===== src/rtl/core/pba_pkg.sv =====
// pba_pkg: shared constants, payload structs, control structs and sequencer
// states for the per-frame paged bump allocator
// no dependencies
package pba_pkg;

  localparam int FRAMES     = 2;
  localparam int MAX_PAGES  = 16;
  localparam int PAGE_BYTES = 64 * 1024;

  localparam int STAMP_W    = 32;
  localparam int SIZE_W     = 24;
  localparam int ALIGN_W    = 17;
  localparam int SLOT_OUT_W = 3;
  localparam int PAGE_OUT_W = 4;
  localparam int OFS_W      = 24;
  localparam int CAP_W      = 25;

  localparam int SLOT_W = (FRAMES > 1) ? $clog2(FRAMES) : 1;
  localparam int PAGE_W = (MAX_PAGES > 1) ? $clog2(MAX_PAGES) : 1;
  localparam int CUR_W  = $clog2(MAX_PAGES + 1);
  localparam int DEPTH  = FRAMES * MAX_PAGES;
  localparam int ADDR_W = (DEPTH > 1) ? $clog2(DEPTH) : 1;

  localparam int DIV_W = 32;
  localparam int CNT_W = $clog2(DIV_W + 1);

  localparam bit FRAMES_POW2 = ((FRAMES & (FRAMES - 1)) == 0);

  typedef struct packed {
    logic [STAMP_W-1:0] frame_stamp;
    logic [SIZE_W-1:0]  req_size;
    logic [ALIGN_W-1:0] req_align;
  } pba_in_t;

  typedef struct packed {
    logic                  granted;
    logic [SLOT_OUT_W-1:0] frame_slot;
    logic [PAGE_OUT_W-1:0] page_number;
    logic [OFS_W-1:0]      byte_offset;
    logic                  page_opened;
    logic [CAP_W-1:0]      opened_bytes;
  } pba_out_t;

  // page store command
  typedef struct packed {
    logic              rd_en;
    logic [ADDR_W-1:0] rd_addr;
    logic              wr_en;
    logic              wr_cap_en;
    logic [ADDR_W-1:0] wr_addr;
    logic [CAP_W-1:0]  wr_cap;
    logic [CAP_W-1:0]  wr_fill;
    logic              clr_en;
    logic [SLOT_W-1:0] clr_slot;
  } pba_pm_cmd_t;

  // remainder unit command
  typedef struct packed {
    logic               start;
    logic [DIV_W-1:0]   dividend;
    logic [CNT_W-1:0]   nbits;
    logic [ALIGN_W-1:0] divisor;
  } pba_div_cmd_t;

  typedef enum logic [2:0] {
    ST_IDLE,
    ST_SLOT,
    ST_FRAME,
    ST_WALK,
    ST_LOAD,
    ST_DIV,
    ST_CHECK,
    ST_EMIT
  } pba_state_t;

endpackage


===== src/rtl/core/pba_div.sv =====
// pba_div: bit-serial restoring remainder unit, one dividend bit per cycle
// depends on pba_pkg
module pba_div (
  input  logic                        clk,
  input  logic                        rst_n,
  input  pba_pkg::pba_div_cmd_t       cmd,
  output logic                        done,
  output logic [pba_pkg::ALIGN_W-1:0] rem
);
  import pba_pkg::*;

  logic                 busy_r, busy_nxt;
  logic                 done_r, done_nxt;
  logic [CNT_W-1:0]     cnt_r, cnt_nxt;
  logic [DIV_W-1:0]     dvd_r, dvd_nxt;
  logic [ALIGN_W-1:0]   rem_r, rem_nxt;
  logic [ALIGN_W-1:0]   dvs_r, dvs_nxt;
  logic [ALIGN_W:0]     trial;

  // dividend is consumed msb first
  assign trial = {rem_r, dvd_r[DIV_W-1]};

  always_comb begin
    busy_nxt = busy_r;
    done_nxt = 1'b0;
    cnt_nxt  = cnt_r;
    dvd_nxt  = dvd_r;
    rem_nxt  = rem_r;
    dvs_nxt  = dvs_r;
    if (cmd.start) begin
      busy_nxt = 1'b1;
      cnt_nxt  = cmd.nbits;
      dvd_nxt  = cmd.dividend;
      rem_nxt  = '0;
      dvs_nxt  = cmd.divisor;
    end else if (busy_r) begin
      if (trial >= {1'b0, dvs_r}) begin
        rem_nxt = ALIGN_W'(trial - {1'b0, dvs_r});
      end else begin
        rem_nxt = trial[ALIGN_W-1:0];
      end
      dvd_nxt = {dvd_r[DIV_W-2:0], 1'b0};
      cnt_nxt = cnt_r - CNT_W'(1);
      if (cnt_r == CNT_W'(1)) begin
        busy_nxt = 1'b0;
        done_nxt = 1'b1;
      end
    end
  end

  always_ff @(posedge clk) begin
    if (!rst_n) begin
      busy_r <= 1'b0;
      done_r <= 1'b0;
    end else begin
      busy_r <= busy_nxt;
      done_r <= done_nxt;
    end
    cnt_r <= cnt_nxt;
    dvd_r <= dvd_nxt;
    rem_r <= rem_nxt;
    dvs_r <= dvs_nxt;
  end

  assign done = done_r;
  assign rem  = rem_r;

endmodule


===== src/rtl/core/pba_page_mem.sv =====
// pba_page_mem: page capacity and fill store with registered read and
// per-page fill valid bits that a new frame clears for its slot at once
// depends on pba_pkg
module pba_page_mem (
  input  logic                      clk,
  input  logic                      rst_n,
  input  pba_pkg::pba_pm_cmd_t      cmd,
  output logic [pba_pkg::CAP_W-1:0] rd_cap,
  output logic [pba_pkg::CAP_W-1:0] rd_fill
);
  import pba_pkg::*;

  logic [CAP_W-1:0] cap_mem [DEPTH];
  logic [CAP_W-1:0] fill_mem [DEPTH];
  logic [DEPTH-1:0] fvalid_r, fvalid_nxt;
  logic [CAP_W-1:0] rd_cap_r;
  logic [CAP_W-1:0] rd_fill_r;
  logic             rd_vld_r;

  always_comb begin
    fvalid_nxt = fvalid_r;
    if (cmd.clr_en) begin
      for (int i = 0; i < DEPTH; i++) begin
        if ((i / MAX_PAGES) == int'(cmd.clr_slot)) begin
          fvalid_nxt[i] = 1'b0;
        end
      end
    end
    if (cmd.wr_en) begin
      fvalid_nxt[cmd.wr_addr] = 1'b1;
    end
  end

  always_ff @(posedge clk) begin
    if (!rst_n) begin
      fvalid_r <= '0;
    end else begin
      fvalid_r <= fvalid_nxt;
    end
  end

  always_ff @(posedge clk) begin
    if (cmd.wr_en) begin
      fill_mem[cmd.wr_addr] <= cmd.wr_fill;
    end
    if (cmd.wr_cap_en) begin
      cap_mem[cmd.wr_addr] <= cmd.wr_cap;
    end
    if (cmd.rd_en) begin
      rd_cap_r  <= cap_mem[cmd.rd_addr];
      rd_fill_r <= fill_mem[cmd.rd_addr];
      rd_vld_r  <= fvalid_r[cmd.rd_addr];
    end
  end

  // a page not written since its frame began reads as empty
  assign rd_cap  = rd_cap_r;
  assign rd_fill = rd_vld_r ? rd_fill_r : '0;

endmodule


===== src/rtl/core/per_frame_paged_bump_allocator_top.sv =====
// per_frame_paged_bump_allocator_top: request sequencer, per-slot state and
// result register; uses pba_pkg, pba_div and pba_page_mem
//
// Each request word carries a frame stamp, a size and an alignment, and gets
// exactly one result word. The stamp selects a frame slot (stamp modulo the
// frame count); a stamp new to that slot empties all of the slot's pages when
// the size is nonzero. Open pages are tried from the slot's cursor upward. Each
// page tried gets a lookup and a fit check, with a pass through the shared
// bit-serial remainder unit when the page already holds data. When no page
// fits, a new page of max(64 KiB, size) is opened, up to 16 pages per slot,
// and beyond that the request fails. The slot comes straight from the stamp
// with a power-of-two frame count and from the remainder unit otherwise.
// in_ready is high only between requests; a finished result waits in the
// output register without holding up the next request.
module per_frame_paged_bump_allocator_top (
  input  logic              clk,
  input  logic              rst_n,
  input  logic              in_valid,
  output logic              in_ready,
  input  pba_pkg::pba_in_t  in_data,
  output logic              out_valid,
  input  logic              out_ready,
  output pba_pkg::pba_out_t out_data
);
  import pba_pkg::*;

  pba_state_t         state_r, state_nxt;
  pba_in_t            req_r, req_nxt;
  logic [ALIGN_W-1:0] align_r, align_nxt;
  logic [SLOT_W-1:0]  slot_r, slot_nxt;
  logic [ALIGN_W-1:0] rem_r, rem_nxt;
  pba_out_t           res_r, res_nxt;
  logic               out_valid_r, out_valid_nxt;
  pba_out_t           out_data_r, out_data_nxt;

  logic [STAMP_W-1:0] stamp_r [FRAMES];
  logic [STAMP_W-1:0] stamp_nxt [FRAMES];
  logic [CUR_W-1:0]   cursor_r [FRAMES];
  logic [CUR_W-1:0]   cursor_nxt [FRAMES];
  logic [CUR_W-1:0]   open_r [FRAMES];
  logic [CUR_W-1:0]   open_nxt [FRAMES];

  pba_pm_cmd_t        pm_cmd;
  pba_div_cmd_t       div_cmd;
  logic [CAP_W-1:0]   pm_cap, pm_fill;
  logic               div_done;
  logic [ALIGN_W-1:0] div_rem;

  logic [CUR_W-1:0]   cur, opn;
  logic [ADDR_W-1:0]  cur_addr, open_addr;
  logic               walk_ok, slot_full, out_free;
  logic [CAP_W-1:0]   room, pad, ofs, new_fill, new_cap;
  logic               fits;

  pba_div u_div (
    .clk   (clk),
    .rst_n (rst_n),
    .cmd   (div_cmd),
    .done  (div_done),
    .rem   (div_rem)
  );

  pba_page_mem u_mem (
    .clk     (clk),
    .rst_n   (rst_n),
    .cmd     (pm_cmd),
    .rd_cap  (pm_cap),
    .rd_fill (pm_fill)
  );

  assign cur       = cursor_r[slot_r];
  assign opn       = open_r[slot_r];
  assign cur_addr  = ADDR_W'(int'(slot_r) * MAX_PAGES + int'(cur[PAGE_W-1:0]));
  assign open_addr = ADDR_W'(int'(slot_r) * MAX_PAGES + int'(opn[PAGE_W-1:0]));
  assign walk_ok   = (cur < opn) && (cur < CUR_W'(MAX_PAGES));
  assign slot_full = (opn >= CUR_W'(MAX_PAGES));
  assign out_free  = !out_valid_r || out_ready;

  // fit check on the page just read, rem_r is fill modulo alignment
  assign room     = pm_cap - pm_fill;
  assign pad      = (rem_r == '0) ? '0 : CAP_W'(align_r - rem_r);
  assign fits     = (pad <= room) && (CAP_W'(req_r.req_size) <= room - pad);
  assign ofs      = pm_fill + pad;
  assign new_fill = ofs + CAP_W'(req_r.req_size);
  assign new_cap  = (CAP_W'(PAGE_BYTES) > CAP_W'(req_r.req_size)) ?
                    CAP_W'(PAGE_BYTES) : CAP_W'(req_r.req_size);

  // next state
  always_comb begin
    state_nxt = state_r;
    unique case (state_r)
      ST_IDLE: begin
        if (in_valid) begin
          state_nxt = FRAMES_POW2 ? ST_FRAME : ST_SLOT;
        end
      end
      ST_SLOT: begin
        if (div_done) begin
          state_nxt = ST_FRAME;
        end
      end
      ST_FRAME: begin
        state_nxt = (req_r.req_size == '0) ? ST_EMIT : ST_WALK;
      end
      ST_WALK: begin
        state_nxt = walk_ok ? ST_LOAD : ST_EMIT;
      end
      ST_LOAD: begin
        priority if (pm_fill > pm_cap) begin
          state_nxt = ST_WALK;
        end else if (pm_fill == '0) begin
          state_nxt = ST_CHECK;
        end else begin
          state_nxt = ST_DIV;
        end
      end
      ST_DIV: begin
        if (div_done) begin
          state_nxt = ST_CHECK;
        end
      end
      ST_CHECK: begin
        state_nxt = fits ? ST_EMIT : ST_WALK;
      end
      ST_EMIT: begin
        if (out_free) begin
          state_nxt = ST_IDLE;
        end
      end
      default: state_nxt = ST_IDLE;
    endcase
  end

  // datapath, page store and remainder unit commands
  always_comb begin
    req_nxt    = req_r;
    align_nxt  = align_r;
    slot_nxt   = slot_r;
    rem_nxt    = rem_r;
    res_nxt    = res_r;
    stamp_nxt  = stamp_r;
    cursor_nxt = cursor_r;
    open_nxt   = open_r;
    pm_cmd     = '0;
    div_cmd    = '0;

    unique case (state_r)
      ST_IDLE: begin
        if (in_valid) begin
          req_nxt   = in_data;
          align_nxt = (in_data.req_align == '0) ? ALIGN_W'(1) : in_data.req_align;
          slot_nxt  = in_data.frame_stamp[SLOT_W-1:0] & SLOT_W'(FRAMES - 1);
          if (!FRAMES_POW2) begin
            div_cmd.start    = 1'b1;
            div_cmd.dividend = DIV_W'(in_data.frame_stamp);
            div_cmd.nbits    = CNT_W'(STAMP_W);
            div_cmd.divisor  = ALIGN_W'(FRAMES);
          end
        end
      end
      ST_SLOT: begin
        if (div_done) begin
          slot_nxt = SLOT_W'(div_rem);
        end
      end
      ST_FRAME: begin
        res_nxt            = '0;
        res_nxt.frame_slot = SLOT_OUT_W'(slot_r);
        if ((req_r.req_size != '0) && (stamp_r[slot_r] != req_r.frame_stamp)) begin
          stamp_nxt[slot_r]  = req_r.frame_stamp;
          cursor_nxt[slot_r] = '0;
          pm_cmd.clr_en      = 1'b1;
          pm_cmd.clr_slot    = slot_r;
        end
      end
      ST_WALK: begin
        if (walk_ok) begin
          pm_cmd.rd_en   = 1'b1;
          pm_cmd.rd_addr = cur_addr;
        end else if (!slot_full) begin
          // no open page fits, open the next one
          pm_cmd.wr_en        = 1'b1;
          pm_cmd.wr_cap_en    = 1'b1;
          pm_cmd.wr_addr      = open_addr;
          pm_cmd.wr_cap       = new_cap;
          pm_cmd.wr_fill      = CAP_W'(req_r.req_size);
          open_nxt[slot_r]    = opn + CUR_W'(1);
          cursor_nxt[slot_r]  = opn;
          res_nxt.granted      = 1'b1;
          res_nxt.page_number  = PAGE_OUT_W'(opn[PAGE_W-1:0]);
          res_nxt.byte_offset  = '0;
          res_nxt.page_opened  = 1'b1;
          res_nxt.opened_bytes = new_cap;
        end
      end
      ST_LOAD: begin
        priority if (pm_fill > pm_cap) begin
          cursor_nxt[slot_r] = cur + CUR_W'(1);
        end else if (pm_fill == '0) begin
          rem_nxt = '0;
        end else begin
          div_cmd.start    = 1'b1;
          div_cmd.dividend = DIV_W'(pm_fill) << (DIV_W - CAP_W);
          div_cmd.nbits    = CNT_W'(CAP_W);
          div_cmd.divisor  = align_r;
        end
      end
      ST_DIV: begin
        if (div_done) begin
          rem_nxt = div_rem;
        end
      end
      ST_CHECK: begin
        if (fits) begin
          pm_cmd.wr_en        = 1'b1;
          pm_cmd.wr_addr      = cur_addr;
          pm_cmd.wr_fill      = new_fill;
          res_nxt.granted     = 1'b1;
          res_nxt.page_number = PAGE_OUT_W'(cur[PAGE_W-1:0]);
          res_nxt.byte_offset = ofs[OFS_W-1:0];
        end else begin
          cursor_nxt[slot_r] = cur + CUR_W'(1);
        end
      end
      ST_EMIT: begin
      end
      default: begin
      end
    endcase
  end

  // result register, freed as soon as the word is taken
  always_comb begin
    out_valid_nxt = out_valid_r && !out_ready;
    out_data_nxt  = out_data_r;
    if ((state_r == ST_EMIT) && out_free) begin
      out_valid_nxt = 1'b1;
      out_data_nxt  = res_r;
    end
  end

  always_ff @(posedge clk) begin
    if (!rst_n) begin
      state_r     <= ST_IDLE;
      out_valid_r <= 1'b0;
      for (int i = 0; i < FRAMES; i++) begin
        stamp_r[i]  <= '1;
        cursor_r[i] <= '0;
        open_r[i]   <= '0;
      end
    end else begin
      state_r     <= state_nxt;
      out_valid_r <= out_valid_nxt;
      stamp_r     <= stamp_nxt;
      cursor_r    <= cursor_nxt;
      open_r      <= open_nxt;
    end
    req_r      <= req_nxt;
    align_r    <= align_nxt;
    slot_r     <= slot_nxt;
    rem_r      <= rem_nxt;
    res_r      <= res_nxt;
    out_data_r <= out_data_nxt;
  end

  assign in_ready  = (state_r == ST_IDLE);
  assign out_valid = out_valid_r;
  assign out_data  = out_data_r;

endmodule


===== config.mk =====
export PLATFORM = sky130hd
export DESIGN_NAME = per_frame_paged_bump_allocator_top
export DESIGN_NICKNAME = d
export VERILOG_FILES = /design/src/rtl/core/pba_pkg.sv /design/src/rtl/core/pba_div.sv /design/src/rtl/core/pba_page_mem.sv /design/src/rtl/core/per_frame_paged_bump_allocator_top.sv
export SDC_FILE = /design/constraint.sdc
export NUM_CORES = 2
export LEC_CHECK = 0
export ABC_AREA = 1
export BUFFER_PORTS_ARGS = -buffer_cell sky130_fd_sc_hd__buf_2
export CORE_ASPECT_RATIO = 1.25
export CORE_MARGIN = 2
export CORE_UTILIZATION = 35
export DETAILED_ROUTE_END_ITERATION = 6
export SLEW_MARGIN = 10
export SYNTH_ARGS = -nofsm -noshare
export SYNTH_HDL_FRONTEND = slang
export SYNTH_SLANG_ARGS = --single-unit

===== constraint.sdc =====
create_clock -name clk -period 9 [get_ports clk]
set_input_delay 0.45 -clock clk [delete_from_list [all_inputs] [get_ports clk]]
set_output_delay 0.45 -clock clk [all_outputs]
set_load 0.1 [all_outputs]

==> impl_metrics.ini <==
[final_layout]
fin_util = 0.4000
syn_to_final_growth_pct = 13.70
nNetsFinal = 7459
drive_gt1_frac = 0.1005

[global_route]
grt_pass1_wl_mm = 364.2
grt_pass1_vias = 55550
grt.overflow.total = 0
grt_max_degree = 202
grt.met3_usage = 0.02416
grt-busiest-layer = met2
antenna_found_initial = 8
gr-usage-met2 = 0.3252
track_usage = 0.1937
met1_usage = 0.2460

[yosys]
yosys_warnings = 0
synthTopCellsByArea = edfxtp_1 65%, nor2_1 5.6%, dfxtp_1 3.2%
yosysUniqueCellTypes = 67
synth_edf_count = 1867
synth_cells = 7104
ys_seq_elements = 2006
synth_commonest_cells = 1867 x edfxtp_1, 1282 x nor2_1, 732 x nand2_1, 498 x o21ai_0, 361 x inv_1
synthArstFlopShare = 0
yosys.area.top_type = edfxtp_1
syn_area_um2 = 86060
yosysSeqAreaShare = 0.6838
synth_ff_type = edfxtp_1
syn_avg_cell_area_um2 = 12.11
synth_top_area_share = 0.6514
post-synth-top-count-cell = edfxtp_1

[hold_path]
min-delay-start = in_valid
holdPathEnd = state_r[2]
hold_path.class = primary input to flop
holdPathStages = 4

[critical_path]
cpMostUsedCell = nand2_1
regToRegEndpoint = u_mem.cap_mem[18][11]
worstPathMaxFanout = 28
critPathLaunchType = flop
critPathMaxStageDelay_ns = 0.70
rrSetupSlack_ns = 1.01
arrival_ns = 8.44
critical_path_class = flop to flop
slowest_stage = nor2_4
rr_worst_depth = 37
rr_startpoint = rem_r[0]
cp.required_ns = 9.45
end_kind = flop

[place]
port-buffer-count = 133
dp_hpwl_mm = 158.5
gp_congestion = 0.9365
place_ws_ns = 1.043

[floorplan]
die_area_um2 = 249900
initial_utilization = 0.3519
die_w_um = 447.5
core_area_um2 = 244600
io_pins = 137
fp.dieH_um = 558.4
rows = 203

[clock_network]
cts_root_buf = clkbuf_16
cts_tree = done
cts_max_level = 4
cts_made_buffers = 194
cts.sink_count = 2006
clockBufferDepth = 4
cts_setup_buffers = 0
clock_latency_ns = 0.86
clkTransAtPathRegs_ns = 0.07

[timing]
worst_slew_pin_slew_ns = 1.420
holdWs_ns = 0.1522
rsz0062_at_grt = false
hold_viol = 0
slew_violations = 0
tns_ns = 0
fin_skew_ns = 0.05176
slew_headroom = 0.04101
setup_violations = 0
period_needed_ns = 7.994
max_freq_mhz = 125.1
fin_crit_sh = 0.8883
setup_slack_ns = 1.006

[detailed_routing]
wl_per_cell_um = 23.42
drtAntennaViolNets = 0
first_pass_iters = 7
vias = 57480
drcViolationCount = 2
avgViaCountPerCell = 5.400
drtIter0Drc = 6052
wirelength_mm = 249.3

[pwr]
p_total_mw = 24.92
irDropWorstVdd_mv = 0.1989
powerDensity_nw_per_um2 = 254.7
leakagePower_nw = 34.24

[run]
maxCapViolCount = 0

[status]
violations = DRC
run_status = finished with violations
## layout by cell type (no fill, tap or decap), drive strengths merged, types with 7 or more instances in the layout
cell	instances
dlygate4sd3	74
o21bai	205
o32ai	205
a21boi	12
ha	158
edfxtp	1867
nand2	740
xor2	94
o21ai	509
or2	8
dfxtp	139
buf	285
a31oi	68
bufinv	14
nor4	42
and2	7
nor3	37
o311ai	200
nand3	147
clkinv	74
inv	385
a21oi	173
clkbuf	242
o22ai	34
nand4	28
nor2	1304
o211ai	218
xnor2	41
## area by class of cell
| class | instances | area, um^2 |
|---|---|---|
| sequential | 2006 | 58850 |
| fill | 22670 | 146700 |
| clock inverter | 99 | 910.9 |
| tap | 3280 | 4104 |
| timing repair buffer | 359 | 2748 |
| inverter | 377 | 1443 |
| clock buffer | 242 | 5167 |
| multi-input combinational | 4280 | 24630 |
| antenna | 1 | 2.502 |
## kinds of logic (layout without fill, tap and decap cells)
group | count (synthesis) | count (layout) | synth area share
AND/OR/NAND/NOR | 2321 | 2321 | 0.1109
flip-flops | 2006 | 2006 | 0.6838
AO/OA/AOI/OAI | 1657 | 1657 | 0.1298
buffers and inverters | 820 | 1077 | 0.03738
adder cells (fa/ha/maj) | 164 | 164 | 0.02437
XOR/XNOR | 135 | 135 | 0.01374
other | 1 | 4 | 0.00004357
## stage by stage
step                      instances  instance area, um^2
final                         10640                97850
after global routing          10640                97850
after CTS                     10640                97830
after detailed placement      10230                91010
after global placement        10230                91010
after floorplan                7106                86070
## worst max-delay path: cells and delay by family (launching register included)
| kind | cells | cell delay [ns] |
|---|---|---|
| AOI/OAI and AO/OA | 6 | 1.63 |
| DFF | 1 | 0.43 |
| buffers and inverters | 3 | 0.27 |
| adders and majority gates | 4 | 1.24 |
| and+or+nand+nor | 23 | 3.82 |
| xor gates and xnor gates | 1 | 0.17 |
## routing by layer
metal | up-vias | wire length, um
met5 | - | 49
met2 | 2131 | 119900
met1 | 28600 | 100800
met4 | 8 | 13570
met3 | 498 | 15010
li1 | 26240 | -
## power breakdown
group	internal, mW	switching, mW
sequential	10.9	0.302
clock	4.48	3.52
combinational	1.70	3.98
## worst max-delay path by stage
stage / endpoint / start / cells past startpoint / slack (ns)
after floorplan: u_mem.cap_mem[4][0] / u_mem.rd_vld_r / 39 / 2.18
after global placement: u_mem.cap_mem[19][9] / rem_r[0] / 36 / 1.02
after detailed placement: u_mem.cap_mem[19][14] / rem_r[0] / 36 / 1.04
after CTS: u_mem.cap_mem[19][11] / rem_r[0] / 36 / 0.94
after global routing: u_mem.cap_mem[18][3] / rem_r[0] / 36 / 0.40
final: u_mem.cap_mem[18][11] / rem_r[0] / 37 / 1.01
## repair_timing
item,4_1_cts,5_1_grt
endpoints found under the setup margin,0,0
hold buffers,74,0
resized for setup,0,0
hold endpoints to repair,75,0
## state kept, by name, summed over array words and instances (netlist names), 24 cells and up
| signal | flops |
|---|---|
| u_mem.fill_mem | 800 |
| stamp_r | 64 |
| u_mem.rd_cap | 24 |
| res_r | 55 |
| u_mem.fvalid_r | 32 |
| u_div.dvd_r | 25 |
| u_mem.cap_mem | 768 |
| u_mem.rd_fill_r | 25 |
| req_r | 56 |
| out_data | 55 |
Note: power is estimated with default switching activity, not from simulation.
